## src/rtl/core/crv_pkg.sv

```systemverilog
// Shared types, constants and elaboration-time helpers for the CORDIC core.
// No dependencies; every module of the core imports this package.
package crv_pkg;

    // pi/4 in unsigned Q2.62; pi, pi/2 and the first arctangent entry derive from it.
    localparam logic [63:0] PI4_Q62 = 64'h3243F6A8885A308D;

    // Gain-removal shift-add sequence, applied after the micro-rotations.
    localparam int SCALE_STEPS = 7;
    localparam int SCALE_SHIFT [SCALE_STEPS] = '{1, 2, 5, 10, 16, 19, 22};

    // How the input vector was folded before the micro-rotations.
    typedef enum logic [1:0] {
        QUAD_NONE,      // no folding
        QUAD_FOLD,      // rotation angle folded by pi, result is negated
        QUAD_LEFT_POS,  // vectoring, left half plane with y above zero
        QUAD_LEFT_NEG   // vectoring, left half plane with y at or below zero
    } quad_t;

    // Control word that travels with each beat down the pipeline.
    typedef struct packed {
        logic  vec;     // vectoring mode
        quad_t quad;
    } crv_ctl_t;

    // Floor of 2^e / d by restoring long division, used at elaboration only.
    function automatic logic [63:0] pow2_div(input int e, input int d);
        logic [63:0] q;
        logic [63:0] r;
        logic [63:0] dd;
        q  = '0;
        r  = '0;
        dd = 64'(d);
        for (int b = 63; b >= 0; b--) begin
            r = {r[62:0], (b == e)};
            if (r >= dd) begin
                r    = r - dd;
                q[b] = 1'b1;
            end
        end
        return q;
    endfunction

    // Floor of atan(2^-i) scaled by 2^frac, from the truncated series for i 1 to 10.
    function automatic logic [63:0] atan_entry(input int i, input int frac);
        logic [63:0] sum;
        logic [63:0] term;
        int          e;
        sum  = '0;
        term = '0;
        if (i == 0) begin
            return PI4_Q62 >> (62 - frac);
        end
        if (i <= 10) begin
            for (int k = 0; k < 32; k++) begin
                e = 62 - i * (2 * k + 1);
                if (e >= 0) begin
                    term = pow2_div(e, 2 * k + 1);
                    sum  = ((k & 1) == 1) ? sum - term : sum + term;
                end
            end
            return sum >> (62 - frac);
        end
        if (i <= frac) begin
            return (64'd1 << (frac - i)) - 64'd1;
        end
        return '0;
    endfunction

endpackage

```

## src/rtl/core/cordic_rotate_vector_core.sv

```systemverilog
// CORDIC rotation / vectoring core, signed fixed point (Q3.13 by default).
// A beat passes the pre-rotation register, the micro-rotation and gain-step registers, then the output register.
// Throughput: one beat per cycle while the skid register is empty; each micro-rotation and each gain step owns a stage.
// Reset: synchronous, active low on aresetn; it clears all valid bits, payload is not reset.
// Depends on crv_pkg, crv_prerot, crv_microrot, crv_scale and crv_outbuf.
module cordic_rotate_vector_core import crv_pkg::*; #(
    parameter int ITERATIONS = 16,
    parameter int DATA_WIDTH = 16,
    parameter int FRAC_BITS  = 13
) (
    input  logic                         aclk,
    input  logic                         aresetn,
    input  logic                         s_valid,
    output logic                         s_ready,
    input  logic                         s_op,
    input  logic signed [DATA_WIDTH-1:0] s_x_value,
    input  logic signed [DATA_WIDTH-1:0] s_y_value,
    input  logic signed [DATA_WIDTH-1:0] s_angle_value,
    output logic                         m_valid,
    input  logic                         m_ready,
    output logic signed [DATA_WIDTH-1:0] m_x_result,
    output logic signed [DATA_WIDTH-1:0] m_y_result,
    output logic signed [DATA_WIDTH-1:0] m_angle_result
);

    // The vector datapath carries four guard bits above the word: one for the
    // left-half-plane swap, the rest for the CORDIC gain of about 1.65 on a
    // full-scale diagonal vector. The angle path is wide enough for the folded
    // target, the accumulated arctangent sum and the pi/2 offset, whatever the
    // split between word width and fraction bits.
    localparam int XW = DATA_WIDTH + 4;
    localparam int AW = ((DATA_WIDTH > FRAC_BITS + 3) ? DATA_WIDTH : FRAC_BITS + 3) + 2;

    // Stage 0 is the pre-rotation, then one stage per micro-rotation and one
    // per gain-removal step.
    localparam int NS = ITERATIONS + SCALE_STEPS + 1;

    logic                 valid_pipe [NS];
    crv_ctl_t             ctl_pipe   [NS];
    logic signed [XW-1:0] x_pipe     [NS];
    logic signed [XW-1:0] y_pipe     [NS];
    logic signed [AW-1:0] z_pipe     [NS];

    logic adv;
    logic skid_full;

    // The whole pipeline moves together. It stops only when the output
    // register holds an unaccepted beat and the skid register has caught
    // the next one, so a stall on the result side never drops or repeats a
    // beat, and the input side keeps taking beats while one result waits.
    // The stall comes from a register, so no path runs from m_ready to s_ready.
    assign adv     = !skid_full;
    assign s_ready = adv;

    crv_prerot #(
        .DATA_WIDTH (DATA_WIDTH),
        .FRAC_BITS  (FRAC_BITS),
        .XW         (XW),
        .AW         (AW)
    ) u_prerot (
        .aclk        (aclk),
        .aresetn     (aresetn),
        .adv         (adv),
        .in_valid    (s_valid),
        .op          (s_op),
        .x_value     (s_x_value),
        .y_value     (s_y_value),
        .angle_value (s_angle_value),
        .out_valid   (valid_pipe[0]),
        .out_ctl     (ctl_pipe[0]),
        .out_x       (x_pipe[0]),
        .out_y       (y_pipe[0]),
        .out_z       (z_pipe[0])
    );

    // Micro-rotations: stage i shifts by i and uses the i-th arctangent entry.
    // The residual angle z counts down toward zero in rotation mode and ends
    // as the negated accumulated angle in vectoring mode.
    for (genvar i = 0; i < ITERATIONS; i++) begin : g_rot
        crv_microrot #(
            .FRAC_BITS (FRAC_BITS),
            .XW        (XW),
            .AW        (AW),
            .IDX       (i)
        ) u_rot (
            .aclk      (aclk),
            .aresetn   (aresetn),
            .adv       (adv),
            .in_valid  (valid_pipe[i]),
            .in_ctl    (ctl_pipe[i]),
            .in_x      (x_pipe[i]),
            .in_y      (y_pipe[i]),
            .in_z      (z_pipe[i]),
            .out_valid (valid_pipe[i+1]),
            .out_ctl   (ctl_pipe[i+1]),
            .out_x     (x_pipe[i+1]),
            .out_y     (y_pipe[i+1]),
            .out_z     (z_pipe[i+1])
        );
    end

    // Gain removal: the first and third steps subtract (for y only in rotation mode), the others add.
    for (genvar j = 0; j < SCALE_STEPS; j++) begin : g_scale
        crv_scale #(
            .XW    (XW),
            .AW    (AW),
            .SHIFT (SCALE_SHIFT[j]),
            .SUB   ((j == 0) || (j == 2))
        ) u_scale (
            .aclk      (aclk),
            .aresetn   (aresetn),
            .adv       (adv),
            .in_valid  (valid_pipe[ITERATIONS+j]),
            .in_ctl    (ctl_pipe[ITERATIONS+j]),
            .in_x      (x_pipe[ITERATIONS+j]),
            .in_y      (y_pipe[ITERATIONS+j]),
            .in_z      (z_pipe[ITERATIONS+j]),
            .out_valid (valid_pipe[ITERATIONS+j+1]),
            .out_ctl   (ctl_pipe[ITERATIONS+j+1]),
            .out_x     (x_pipe[ITERATIONS+j+1]),
            .out_y     (y_pipe[ITERATIONS+j+1]),
            .out_z     (z_pipe[ITERATIONS+j+1])
        );
    end

    crv_outbuf #(
        .DATA_WIDTH (DATA_WIDTH),
        .FRAC_BITS  (FRAC_BITS),
        .XW         (XW),
        .AW         (AW)
    ) u_outbuf (
        .aclk           (aclk),
        .aresetn        (aresetn),
        .in_valid       (valid_pipe[NS-1]),
        .in_ctl         (ctl_pipe[NS-1]),
        .in_x           (x_pipe[NS-1]),
        .in_y           (y_pipe[NS-1]),
        .in_z           (z_pipe[NS-1]),
        .m_ready        (m_ready),
        .m_valid        (m_valid),
        .m_x_result     (m_x_result),
        .m_y_result     (m_y_result),
        .m_angle_result (m_angle_result),
        .skid_full      (skid_full)
    );

`ifndef SYNTHESIS
    // The skid register only fills behind a result that is already shown.
    a_skid_behind_out: assert property (@(posedge aclk) disable iff (!aresetn)
        skid_full |-> m_valid)
        else $error("skid register holds a beat while the output is empty");

    // A caught beat stays in the skid register until the output is taken.
    a_skid_holds: assert property (@(posedge aclk) disable iff (!aresetn)
        (skid_full && !m_ready) |=> skid_full)
        else $error("skid beat lost during an output stall");

    // Each mode zeroes one result field: y in vectoring, the angle in rotation.
    a_mode_zero: assert property (@(posedge aclk) disable iff (!aresetn)
        m_valid |-> (m_y_result == '0 || m_angle_result == '0))
        else $error("both y and angle results are nonzero");
`endif

endmodule

```

## src/rtl/core/crv_prerot.sv

```systemverilog
// Input stage of the CORDIC core: angle folding and left-half-plane pre-rotation.
// Depends on crv_pkg for the control word and the pi constant.
module crv_prerot import crv_pkg::*; #(
    parameter int DATA_WIDTH = 16,
    parameter int FRAC_BITS  = 13,
    parameter int XW         = 20,
    parameter int AW         = 18
) (
    input  logic                         aclk,
    input  logic                         aresetn,
    input  logic                         adv,
    input  logic                         in_valid,
    input  logic                         op,
    input  logic signed [DATA_WIDTH-1:0] x_value,
    input  logic signed [DATA_WIDTH-1:0] y_value,
    input  logic signed [DATA_WIDTH-1:0] angle_value,
    output logic                         out_valid,
    output crv_ctl_t                     out_ctl,
    output logic signed [XW-1:0]         out_x,
    output logic signed [XW-1:0]         out_y,
    output logic signed [AW-1:0]         out_z
);

    localparam logic signed [AW-1:0] PI_F    = AW'(PI4_Q62 >> (60 - FRAC_BITS));
    localparam logic signed [AW-1:0] HALF_PI = AW'(PI4_Q62 >> (61 - FRAC_BITS));

    logic                  valid_reg;
    crv_ctl_t              ctl_reg, ctl_next;
    logic signed [XW-1:0]  x_reg, x_next;
    logic signed [XW-1:0]  y_reg, y_next;
    logic signed [AW-1:0]  z_reg, z_next;
    logic signed [XW-1:0]  x_ext, y_ext;
    logic signed [AW-1:0]  ang_ext;

    always_comb begin
        x_ext         = XW'(x_value);
        y_ext         = XW'(y_value);
        ang_ext       = AW'(angle_value);
        ctl_next.vec  = op;
        ctl_next.quad = QUAD_NONE;
        x_next        = x_ext;
        y_next        = y_ext;
        z_next        = '0;
        if (!op) begin
            // The residual angle starts at the folded target.
            if (ang_ext < -HALF_PI) begin
                z_next        = ang_ext + PI_F;
                ctl_next.quad = QUAD_FOLD;
            end else if (ang_ext > HALF_PI) begin
                z_next        = ang_ext - PI_F;
                ctl_next.quad = QUAD_FOLD;
            end else begin
                z_next = ang_ext;
            end
        end else if (x_ext[XW-1]) begin
            if (y_ext > 0) begin
                x_next        = y_ext;
                y_next        = -x_ext;
                ctl_next.quad = QUAD_LEFT_POS;
            end else begin
                x_next        = -y_ext;
                y_next        = x_ext;
                ctl_next.quad = QUAD_LEFT_NEG;
            end
        end
    end

    always_ff @(posedge aclk) begin
        if (!aresetn) begin
            valid_reg <= 1'b0;
        end else if (adv) begin
            valid_reg <= in_valid;
        end
    end

    always_ff @(posedge aclk) begin
        if (adv) begin
            ctl_reg <= ctl_next;
            x_reg   <= x_next;
            y_reg   <= y_next;
            z_reg   <= z_next;
        end
    end

    assign out_valid = valid_reg;
    assign out_ctl   = ctl_reg;
    assign out_x     = x_reg;
    assign out_y     = y_reg;
    assign out_z     = z_reg;

endmodule

```

## src/rtl/core/crv_microrot.sv

```systemverilog
// One registered CORDIC micro-rotation with a fixed shift and arctangent step.
// Depends on crv_pkg for the control word and the arctangent table function.
module crv_microrot import crv_pkg::*; #(
    parameter int FRAC_BITS = 13,
    parameter int XW        = 20,
    parameter int AW        = 18,
    parameter int IDX       = 0
) (
    input  logic                 aclk,
    input  logic                 aresetn,
    input  logic                 adv,
    input  logic                 in_valid,
    input  crv_ctl_t             in_ctl,
    input  logic signed [XW-1:0] in_x,
    input  logic signed [XW-1:0] in_y,
    input  logic signed [AW-1:0] in_z,
    output logic                 out_valid,
    output crv_ctl_t             out_ctl,
    output logic signed [XW-1:0] out_x,
    output logic signed [XW-1:0] out_y,
    output logic signed [AW-1:0] out_z
);

    localparam logic signed [AW-1:0] ATAN_STEP = AW'(atan_entry(IDX, FRAC_BITS));

    logic                  valid_reg;
    crv_ctl_t              ctl_reg;
    logic signed [XW-1:0]  x_reg, x_next;
    logic signed [XW-1:0]  y_reg, y_next;
    logic signed [AW-1:0]  z_reg, z_next;
    logic signed [XW-1:0]  dx, dy;
    logic                  up;

    always_comb begin
        dx = in_y >>> IDX;
        dy = in_x >>> IDX;
        // Rotation chases a positive residual angle; vectoring drives y to zero.
        up = in_ctl.vec ? in_y[XW-1]
                        : (!in_z[AW-1] && (in_z != '0));
        if (up) begin
            x_next = in_x - dx;
            y_next = in_y + dy;
            z_next = in_z - ATAN_STEP;
        end else begin
            x_next = in_x + dx;
            y_next = in_y - dy;
            z_next = in_z + ATAN_STEP;
        end
    end

    always_ff @(posedge aclk) begin
        if (!aresetn) begin
            valid_reg <= 1'b0;
        end else if (adv) begin
            valid_reg <= in_valid;
        end
    end

    always_ff @(posedge aclk) begin
        if (adv) begin
            ctl_reg <= in_ctl;
            x_reg   <= x_next;
            y_reg   <= y_next;
            z_reg   <= z_next;
        end
    end

    assign out_valid = valid_reg;
    assign out_ctl   = ctl_reg;
    assign out_x     = x_reg;
    assign out_y     = y_reg;
    assign out_z     = z_reg;

endmodule

```

## src/rtl/core/crv_scale.sv

```systemverilog
// One registered step of the shift-add gain removal.
// Depends on crv_pkg for the control word.
module crv_scale import crv_pkg::*; #(
    parameter int XW    = 20,
    parameter int AW    = 18,
    parameter int SHIFT = 1,
    parameter bit SUB   = 1'b0
) (
    input  logic                 aclk,
    input  logic                 aresetn,
    input  logic                 adv,
    input  logic                 in_valid,
    input  crv_ctl_t             in_ctl,
    input  logic signed [XW-1:0] in_x,
    input  logic signed [XW-1:0] in_y,
    input  logic signed [AW-1:0] in_z,
    output logic                 out_valid,
    output crv_ctl_t             out_ctl,
    output logic signed [XW-1:0] out_x,
    output logic signed [XW-1:0] out_y,
    output logic signed [AW-1:0] out_z
);

    logic                  valid_reg;
    crv_ctl_t              ctl_reg;
    logic signed [XW-1:0]  x_reg, x_next;
    logic signed [XW-1:0]  y_reg, y_next;
    logic signed [AW-1:0]  z_reg;
    logic signed [XW-1:0]  dx, dy;

    always_comb begin
        dx     = in_x >>> SHIFT;
        dy     = in_y >>> SHIFT;
        x_next = SUB ? in_x - dx : in_x + dx;
        // In vectoring mode y always adds; it is not part of that result.
        y_next = (SUB && !in_ctl.vec) ? in_y - dy : in_y + dy;
    end

    always_ff @(posedge aclk) begin
        if (!aresetn) begin
            valid_reg <= 1'b0;
        end else if (adv) begin
            valid_reg <= in_valid;
        end
    end

    always_ff @(posedge aclk) begin
        if (adv) begin
            ctl_reg <= in_ctl;
            x_reg   <= x_next;
            y_reg   <= y_next;
            z_reg   <= in_z;
        end
    end

    assign out_valid = valid_reg;
    assign out_ctl   = ctl_reg;
    assign out_x     = x_reg;
    assign out_y     = y_reg;
    assign out_z     = z_reg;

endmodule

```

## src/rtl/core/crv_outbuf.sv

```systemverilog
// Result stage: sign fix-up, angle offset, saturation, output register and skid register.
// Depends on crv_pkg for the control word and the pi constant.
module crv_outbuf import crv_pkg::*; #(
    parameter int DATA_WIDTH = 16,
    parameter int FRAC_BITS  = 13,
    parameter int XW         = 20,
    parameter int AW         = 18
) (
    input  logic                         aclk,
    input  logic                         aresetn,
    input  logic                         in_valid,
    input  crv_ctl_t                     in_ctl,
    input  logic signed [XW-1:0]         in_x,
    input  logic signed [XW-1:0]         in_y,
    input  logic signed [AW-1:0]         in_z,
    input  logic                         m_ready,
    output logic                         m_valid,
    output logic signed [DATA_WIDTH-1:0] m_x_result,
    output logic signed [DATA_WIDTH-1:0] m_y_result,
    output logic signed [DATA_WIDTH-1:0] m_angle_result,
    output logic                         skid_full
);

    localparam logic signed [AW-1:0] HALF_PI = AW'(PI4_Q62 >> (61 - FRAC_BITS));
    localparam logic signed [XW-1:0] X_MAX   = XW'((64'd1 << (DATA_WIDTH - 1)) - 64'd1);
    localparam logic signed [XW-1:0] X_MIN   = -X_MAX - XW'(1);
    localparam logic signed [AW-1:0] A_MAX   = AW'((64'd1 << (DATA_WIDTH - 1)) - 64'd1);
    localparam logic signed [AW-1:0] A_MIN   = -A_MAX - AW'(1);

    logic signed [XW-1:0]         xf, yf;
    logic signed [AW-1:0]         af;
    logic signed [DATA_WIDTH-1:0] xs, ys, as_val;
    logic signed [DATA_WIDTH-1:0] x_res, y_res, a_res;

    logic                         m_valid_reg, m_valid_next;
    logic                         skid_valid_reg, skid_valid_next;
    logic signed [DATA_WIDTH-1:0] x_out_reg, y_out_reg, a_out_reg;
    logic signed [DATA_WIDTH-1:0] x_skid_reg, y_skid_reg, a_skid_reg;
    logic                         load_out, load_skid, from_skid;

    // Final corrections and saturation to the output word.
    always_comb begin
        if (!in_ctl.vec && in_ctl.quad == QUAD_FOLD) begin
            xf = -in_x;
            yf = -in_y;
        end else begin
            xf = in_x;
            yf = in_y;
        end
        case (in_ctl.quad)
            QUAD_LEFT_POS: af = in_z + HALF_PI;
            QUAD_LEFT_NEG: af = in_z - HALF_PI;
            default:       af = in_z;
        endcase
        xs     = (xf > X_MAX) ? DATA_WIDTH'(X_MAX) :
                 (xf < X_MIN) ? DATA_WIDTH'(X_MIN) : DATA_WIDTH'(xf);
        ys     = (yf > X_MAX) ? DATA_WIDTH'(X_MAX) :
                 (yf < X_MIN) ? DATA_WIDTH'(X_MIN) : DATA_WIDTH'(yf);
        as_val = (af > A_MAX) ? DATA_WIDTH'(A_MAX) :
                 (af < A_MIN) ? DATA_WIDTH'(A_MIN) : DATA_WIDTH'(af);
        x_res  = xs;
        y_res  = in_ctl.vec ? '0 : ys;
        a_res  = in_ctl.vec ? as_val : '0;
    end

    // The pipeline hands over a beat only while the skid register is empty.
    always_comb begin
        m_valid_next    = m_valid_reg;
        skid_valid_next = skid_valid_reg;
        load_out        = 1'b0;
        load_skid       = 1'b0;
        from_skid       = 1'b0;
        if (skid_valid_reg) begin
            if (m_ready) begin
                from_skid       = 1'b1;
                load_out        = 1'b1;
                skid_valid_next = 1'b0;
            end
        end else if (in_valid) begin
            if (!m_valid_reg || m_ready) begin
                load_out     = 1'b1;
                m_valid_next = 1'b1;
            end else begin
                load_skid       = 1'b1;
                skid_valid_next = 1'b1;
            end
        end else if (m_ready) begin
            m_valid_next = 1'b0;
        end
    end

    always_ff @(posedge aclk) begin
        if (!aresetn) begin
            m_valid_reg    <= 1'b0;
            skid_valid_reg <= 1'b0;
        end else begin
            m_valid_reg    <= m_valid_next;
            skid_valid_reg <= skid_valid_next;
        end
    end

    always_ff @(posedge aclk) begin
        if (load_out) begin
            x_out_reg <= from_skid ? x_skid_reg : x_res;
            y_out_reg <= from_skid ? y_skid_reg : y_res;
            a_out_reg <= from_skid ? a_skid_reg : a_res;
        end
        if (load_skid) begin
            x_skid_reg <= x_res;
            y_skid_reg <= y_res;
            a_skid_reg <= a_res;
        end
    end

    assign m_valid        = m_valid_reg;
    assign m_x_result     = x_out_reg;
    assign m_y_result     = y_out_reg;
    assign m_angle_result = a_out_reg;
    assign skid_full      = skid_valid_reg;

endmodule

```

## config.mk

```make
export PLATFORM = sky130hd
export DESIGN_NAME = cordic_rotate_vector_core
export DESIGN_NICKNAME = d
export VERILOG_FILES = /design/src/rtl/core/crv_pkg.sv /design/src/rtl/core/cordic_rotate_vector_core.sv /design/src/rtl/core/crv_prerot.sv /design/src/rtl/core/crv_microrot.sv /design/src/rtl/core/crv_scale.sv /design/src/rtl/core/crv_outbuf.sv
export SDC_FILE = /design/constraint.sdc
export NUM_CORES = 2
export LEC_CHECK = 0
export ABC_AREA = 1
export ABC_CLOCK_PERIOD_IN_PS = 100800
export BUFFER_PORTS_ARGS = -buffer_cell sky130_fd_sc_hd__buf_2
export CAP_MARGIN = 0
export CORE_UTILIZATION = 28
export DETAILED_ROUTE_END_ITERATION = 6
export MAX_ROUTING_LAYER = met4
export PLACE_DENSITY_LB_ADDON = 0.2
export SETUP_SLACK_MARGIN = 0.15
export SLEW_MARGIN = 5
export SYNTH_ARGS = -nofsm -noshare
export SYNTH_HDL_FRONTEND = slang
export SYNTH_SLANG_ARGS = --single-unit
```

## constraint.sdc

```tcl
create_clock -name aclk -period 100.8 [get_ports aclk]
set_input_delay 25.2 -clock aclk [delete_from_list [all_inputs] [get_ports aclk]]
set_output_delay 25.2 -clock aclk [all_outputs]
set_load 0.02 [all_outputs]
```

==> reports/metrics.json <==
{
  "run_status": "finished clean",
  "die_y_um": 638,
  "maximum_fanout_along_the_worst_path": 84,
  "cts.sink_count": 1584,
  "clk_pin_slew_worst_paths_ps": 60,
  "timing.critical_path.from": "u_outbuf.skid_full$_SDFF_PN0_",
  "maximum_number_of_pins_on_one_net_before_global_route_repair": 182,
  "cts_max_path_buffers": 4,
  "synth.largest_area_cell": "sky130_fd_sc_hd__edfxtp_1",
  "wp_data_arrival_ps": 2700,
  "rr_startpoint": "u_outbuf.skid_full$_SDFF_PN0_",
  "synth_fa_ha_area_frac": 0.140,
  "area_growth_syn_to_layout_pct": 11.7,
  "required_ps": 75600,
  "wire_length_of_the_first_global_routing_pass_mm": 452,
  "hold_viol": 0,
  "core-area_um2": 402000,
  "cts_inserted_buffers": 194,
  "maxSlewHeadroom": 0.234,
  "finalWirelength_mm": 282,
  "dp_hpwl_mm": 224,
  "drcViolationCount": 0,
  "synth_top_area_frac": 0.414,
  "yosysMostFrequentCell": "sky130_fd_sc_hd__nand2_1",
  "cts_tree": "done",
  "reg2reg_depth": 6,
  "synth_enable_flop_cells": 1558,
  "combinational_family_with_the_most_area_after_synthesis": "simple AND/OR/NAND/NOR gates",
  "route.antenna.remaining_nets": 0,
  "detailroute.via_count": 84100,
  "post_route_cells_drive_above_1_share": 0.0382,
  "cap_viol_max_count": 0,
  "finish.net_count": 14100,
  "placementRows": 233,
  "worst_setup_path_end_kind": "output port",
  "antenna_violations_before_repair": 2,
  "register_area_share_after_synthesis": 0.418,
  "cts_htree_levels": 4,
  "postSynthRegisterBits": 1584,
  "grt_pass1_vias": 83600,
  "grt_remaining_overflow": 0,
  "floorplan.die.width_um": 638,
  "critPathMaxStageDelay_ps": 990,
  "timing.final.crit_period_ps": 27900,
  "cts_setup_buffers": 0,
  "io_buffer_count": 102,
  "worst_path_cell_trace": "inv_8, buf_2",
  "syn-cell-area_um2": 113000,
  "rr_endpoint": "g_rot[0].u_rot.out_x[14]$_DFFE_PN_",
  "synth.yosys.warnings": 0,
  "globalplace.congestion": 0.869,
  "synth_compound_area_frac": 0.125,
  "mux_share_of_post_synthesis_cell_area": 0.000974,
  "synth_xor_area_frac": 0.109,
  "cts-root-buf": "sky130_fd_sc_hd__clkbuf_16",
  "async_reset_ff_frac": 0,
  "dpl-instance-area_um2": 120000,
  "class_of_the_most_critical_setup_path": "flip-flop to output port",
  "synth.top_cells.by_count": "sky130_fd_sc_hd__nand2_1 (2291), sky130_fd_sc_hd__edfxtp_1 (1558), sky130_fd_sc_hd__inv_1 (1362)",
  "crit_buf_inv": 2,
  "setup_tns_ps": 0,
  "clk-insertion-delay-late_ps": 940,
  "wire_per_inst_um": 15.5,
  "grt_setup_unrepaired": "no",
  "drt_first_pass_iters": 6,
  "synthDistinctLibCells": 64,
  "synth.net_count": 13800,
  "hp-class": "flip-flop to flip-flop",
  "syn-mean-instance-area_um2": 9.01,
  "setup_violations": 0,
  "holdBufCountCts": 0,
  "max_clock_freq_mhz": 35.8,
  "worstMarginPinSlew_ps": 1150,
  "critical-path-top-delay-family": "flip-flops",
  "ff2ff_setup_slack_ps": 95570,
  "crit_end": "s_ready",
  "cts_resized": 0,
  "path_depth": 2,
  "cp-start-kind": "flip-flop",
  "ys_top_cells_by_area": "sky130_fd_sc_hd__edfxtp_1 (41%), sky130_fd_sc_hd__ha_1 (13%), sky130_fd_sc_hd__xor2_1 (8.3%), sky130_fd_sc_hd__nand2_1 (7.6%), sky130_fd_sc_hd__a21oi_1 (5.3%)",
  "largest_register_ffs": 320,
  "floorplan.initialDensity": 0.281,
  "worst_slack_ps": 72900,
  "finalClockSkew_ps": 131,
  "count_of_final_max_slew_check_failures": 0,
  "dp_worst_setup_slack_ps": 73020,
  "drt_first_iter_violations": 4269,
  "boundaryPins": 103,
  "cpMaxStageDelayCell": "sky130_fd_sc_hd__dfxtp_1",
  "synthesis.instances": 12600,
  "track_usage": 0.139,
  "synth_simple_gate_area_frac": 0.156,
  "dieArea_um2": 406000,
  "finish.instance_area_um2": 126000,
  "postSynth.topFlopCell": "sky130_fd_sc_hd__edfxtp_1",
  "num-fill-cells": 42400,
  "post_detailed_route_via_to_cell_ratio": 4.61,
  "period_share": 0.277
}
[how the worst min path moves through the flow]
stage	start	endpoint	slack, ps	cells after the start
finish	g_scale[4].u_scale.out_z[2]$_DFFE_PN_	g_scale[5].u_scale.out_z[2]$_DFFE_PN_	410	0
global route	g_scale[0].u_scale.out_z[8]$_DFFE_PN_	g_scale[1].u_scale.out_z[8]$_DFFE_PN_	420	0
detailed placement	g_rot[8].u_rot.out_ctl[0]$_DFFE_PN_	g_rot[9].u_rot.out_ctl[0]$_DFFE_PN_	400	0
floorplan	u_prerot.out_ctl[0]$_DFFE_PN_	g_rot[0].u_rot.out_ctl[0]$_DFFE_PN_	400	0
CTS	g_scale[4].u_scale.out_z[2]$_DFFE_PN_	g_scale[5].u_scale.out_z[2]$_DFFE_PN_	410	0
global placement	g_rot[7].u_rot.out_ctl[1]$_DFFE_PN_	g_rot[8].u_rot.out_ctl[1]$_DFFE_PN_	400	0
[layout make-up]
class                   count  area [um2]  area share
diodes                      2        5.00   0.0000396
clock buffers             225        5030      0.0398
clock inverters           128        1240     0.00980
inverters                1371        5160      0.0408
multi-input cells        9472       60100       0.476
flip-flops and latches   1584       47300       0.374
well taps                5287        6620      0.0523
repair buffers            151         916     0.00725
[logic make-up (layout without fill, tap and decap cells)]
| kind of cell | Yosys count | in the layout |
|---|---|---|
| buf+inv | 1497 | 1875 |
| mux | 11 | 11 |
| other cells | 0 | 2 |
| simple gates | 4271 | 4271 |
| xor+xnor | 1408 | 1408 |
| flops | 1584 | 1584 |
| compound gates | 2551 | 2551 |
| fa+ha+maj | 1231 | 1231 |
[worst reg2reg max path, stage by stage, from the launching register on]
cell,delay (ps)
sky130_fd_sc_hd__dfxtp_1,640
sky130_fd_sc_hd__inv_8,630
sky130_fd_sc_hd__buf_4,630
sky130_fd_sc_hd__buf_4,640
sky130_fd_sc_hd__buf_4,600
sky130_fd_sc_hd__buf_4,710
sky130_fd_sc_hd__buf_4,880
[layer usage]
metal  up-vias  global-route usage  part of all wire
met1     38800               0.169              0.45
met5         -                   -                 0
li1      44000                   -                 -
met2       898               0.247              0.50
met4         0              0.0335             0.024
met3       368              0.0140             0.025
[through the flow]
| stage | cells | utilization | hold slack [ps] |
|---|---|---|---|
| 2_1_floorplan | 12600 | - | 400 |
| 3_3_place_gp | 17900 | 0.299 | 400 |
| 3_5_place_dp | 17900 | 0.299 | 405 |
| 4_1_cts | 18200 | 0.314 | 407 |
| 5_1_grt | 18200 | 0.314 | 418 |
| 6_report | 18200 | 0.314 | 408 |
[cell usage in the layout (no fill, tap or decap), types with 20 or more instances in the layout]
cell                           n
sky130_fd_sc_hd__nand2_1    2290
sky130_fd_sc_hd__edfxtp_1   1558
sky130_fd_sc_hd__inv_1      1362
sky130_fd_sc_hd__a21oi_1    1194
sky130_fd_sc_hd__ha_1       1170
sky130_fd_sc_hd__xor2_1     1071
sky130_fd_sc_hd__nor2_1     1017
sky130_fd_sc_hd__o21ai_0     765
sky130_fd_sc_hd__nand3_1     498
sky130_fd_sc_hd__xnor2_1     335
sky130_fd_sc_hd__clkbuf_16   197
sky130_fd_sc_hd__nor3_1      184
sky130_fd_sc_hd__a31oi_1     175
sky130_fd_sc_hd__buf_2       102
sky130_fd_sc_hd__nand4_1     100
sky130_fd_sc_hd__o211ai_1     86
sky130_fd_sc_hd__nor4_1       67
sky130_fd_sc_hd__o21bai_1     61
sky130_fd_sc_hd__fa_1         61
sky130_fd_sc_hd__a21o_1       60
sky130_fd_sc_hd__o31ai_1      54
sky130_fd_sc_hd__clkinv_1     51
sky130_fd_sc_hd__buf_4        46
sky130_fd_sc_hd__a21boi_0     41
sky130_fd_sc_hd__clkinv_2     37
sky130_fd_sc_hd__and3_1       34
sky130_fd_sc_hd__clkbuf_1     28
sky130_fd_sc_hd__dfxtp_1      26
sky130_fd_sc_hd__nand2_2      22
sky130_fd_sc_hd__or2_2        20
Power is not shown: default switching activity piles up to over one toggle a cycle in this logic, so the estimate is an artifact.
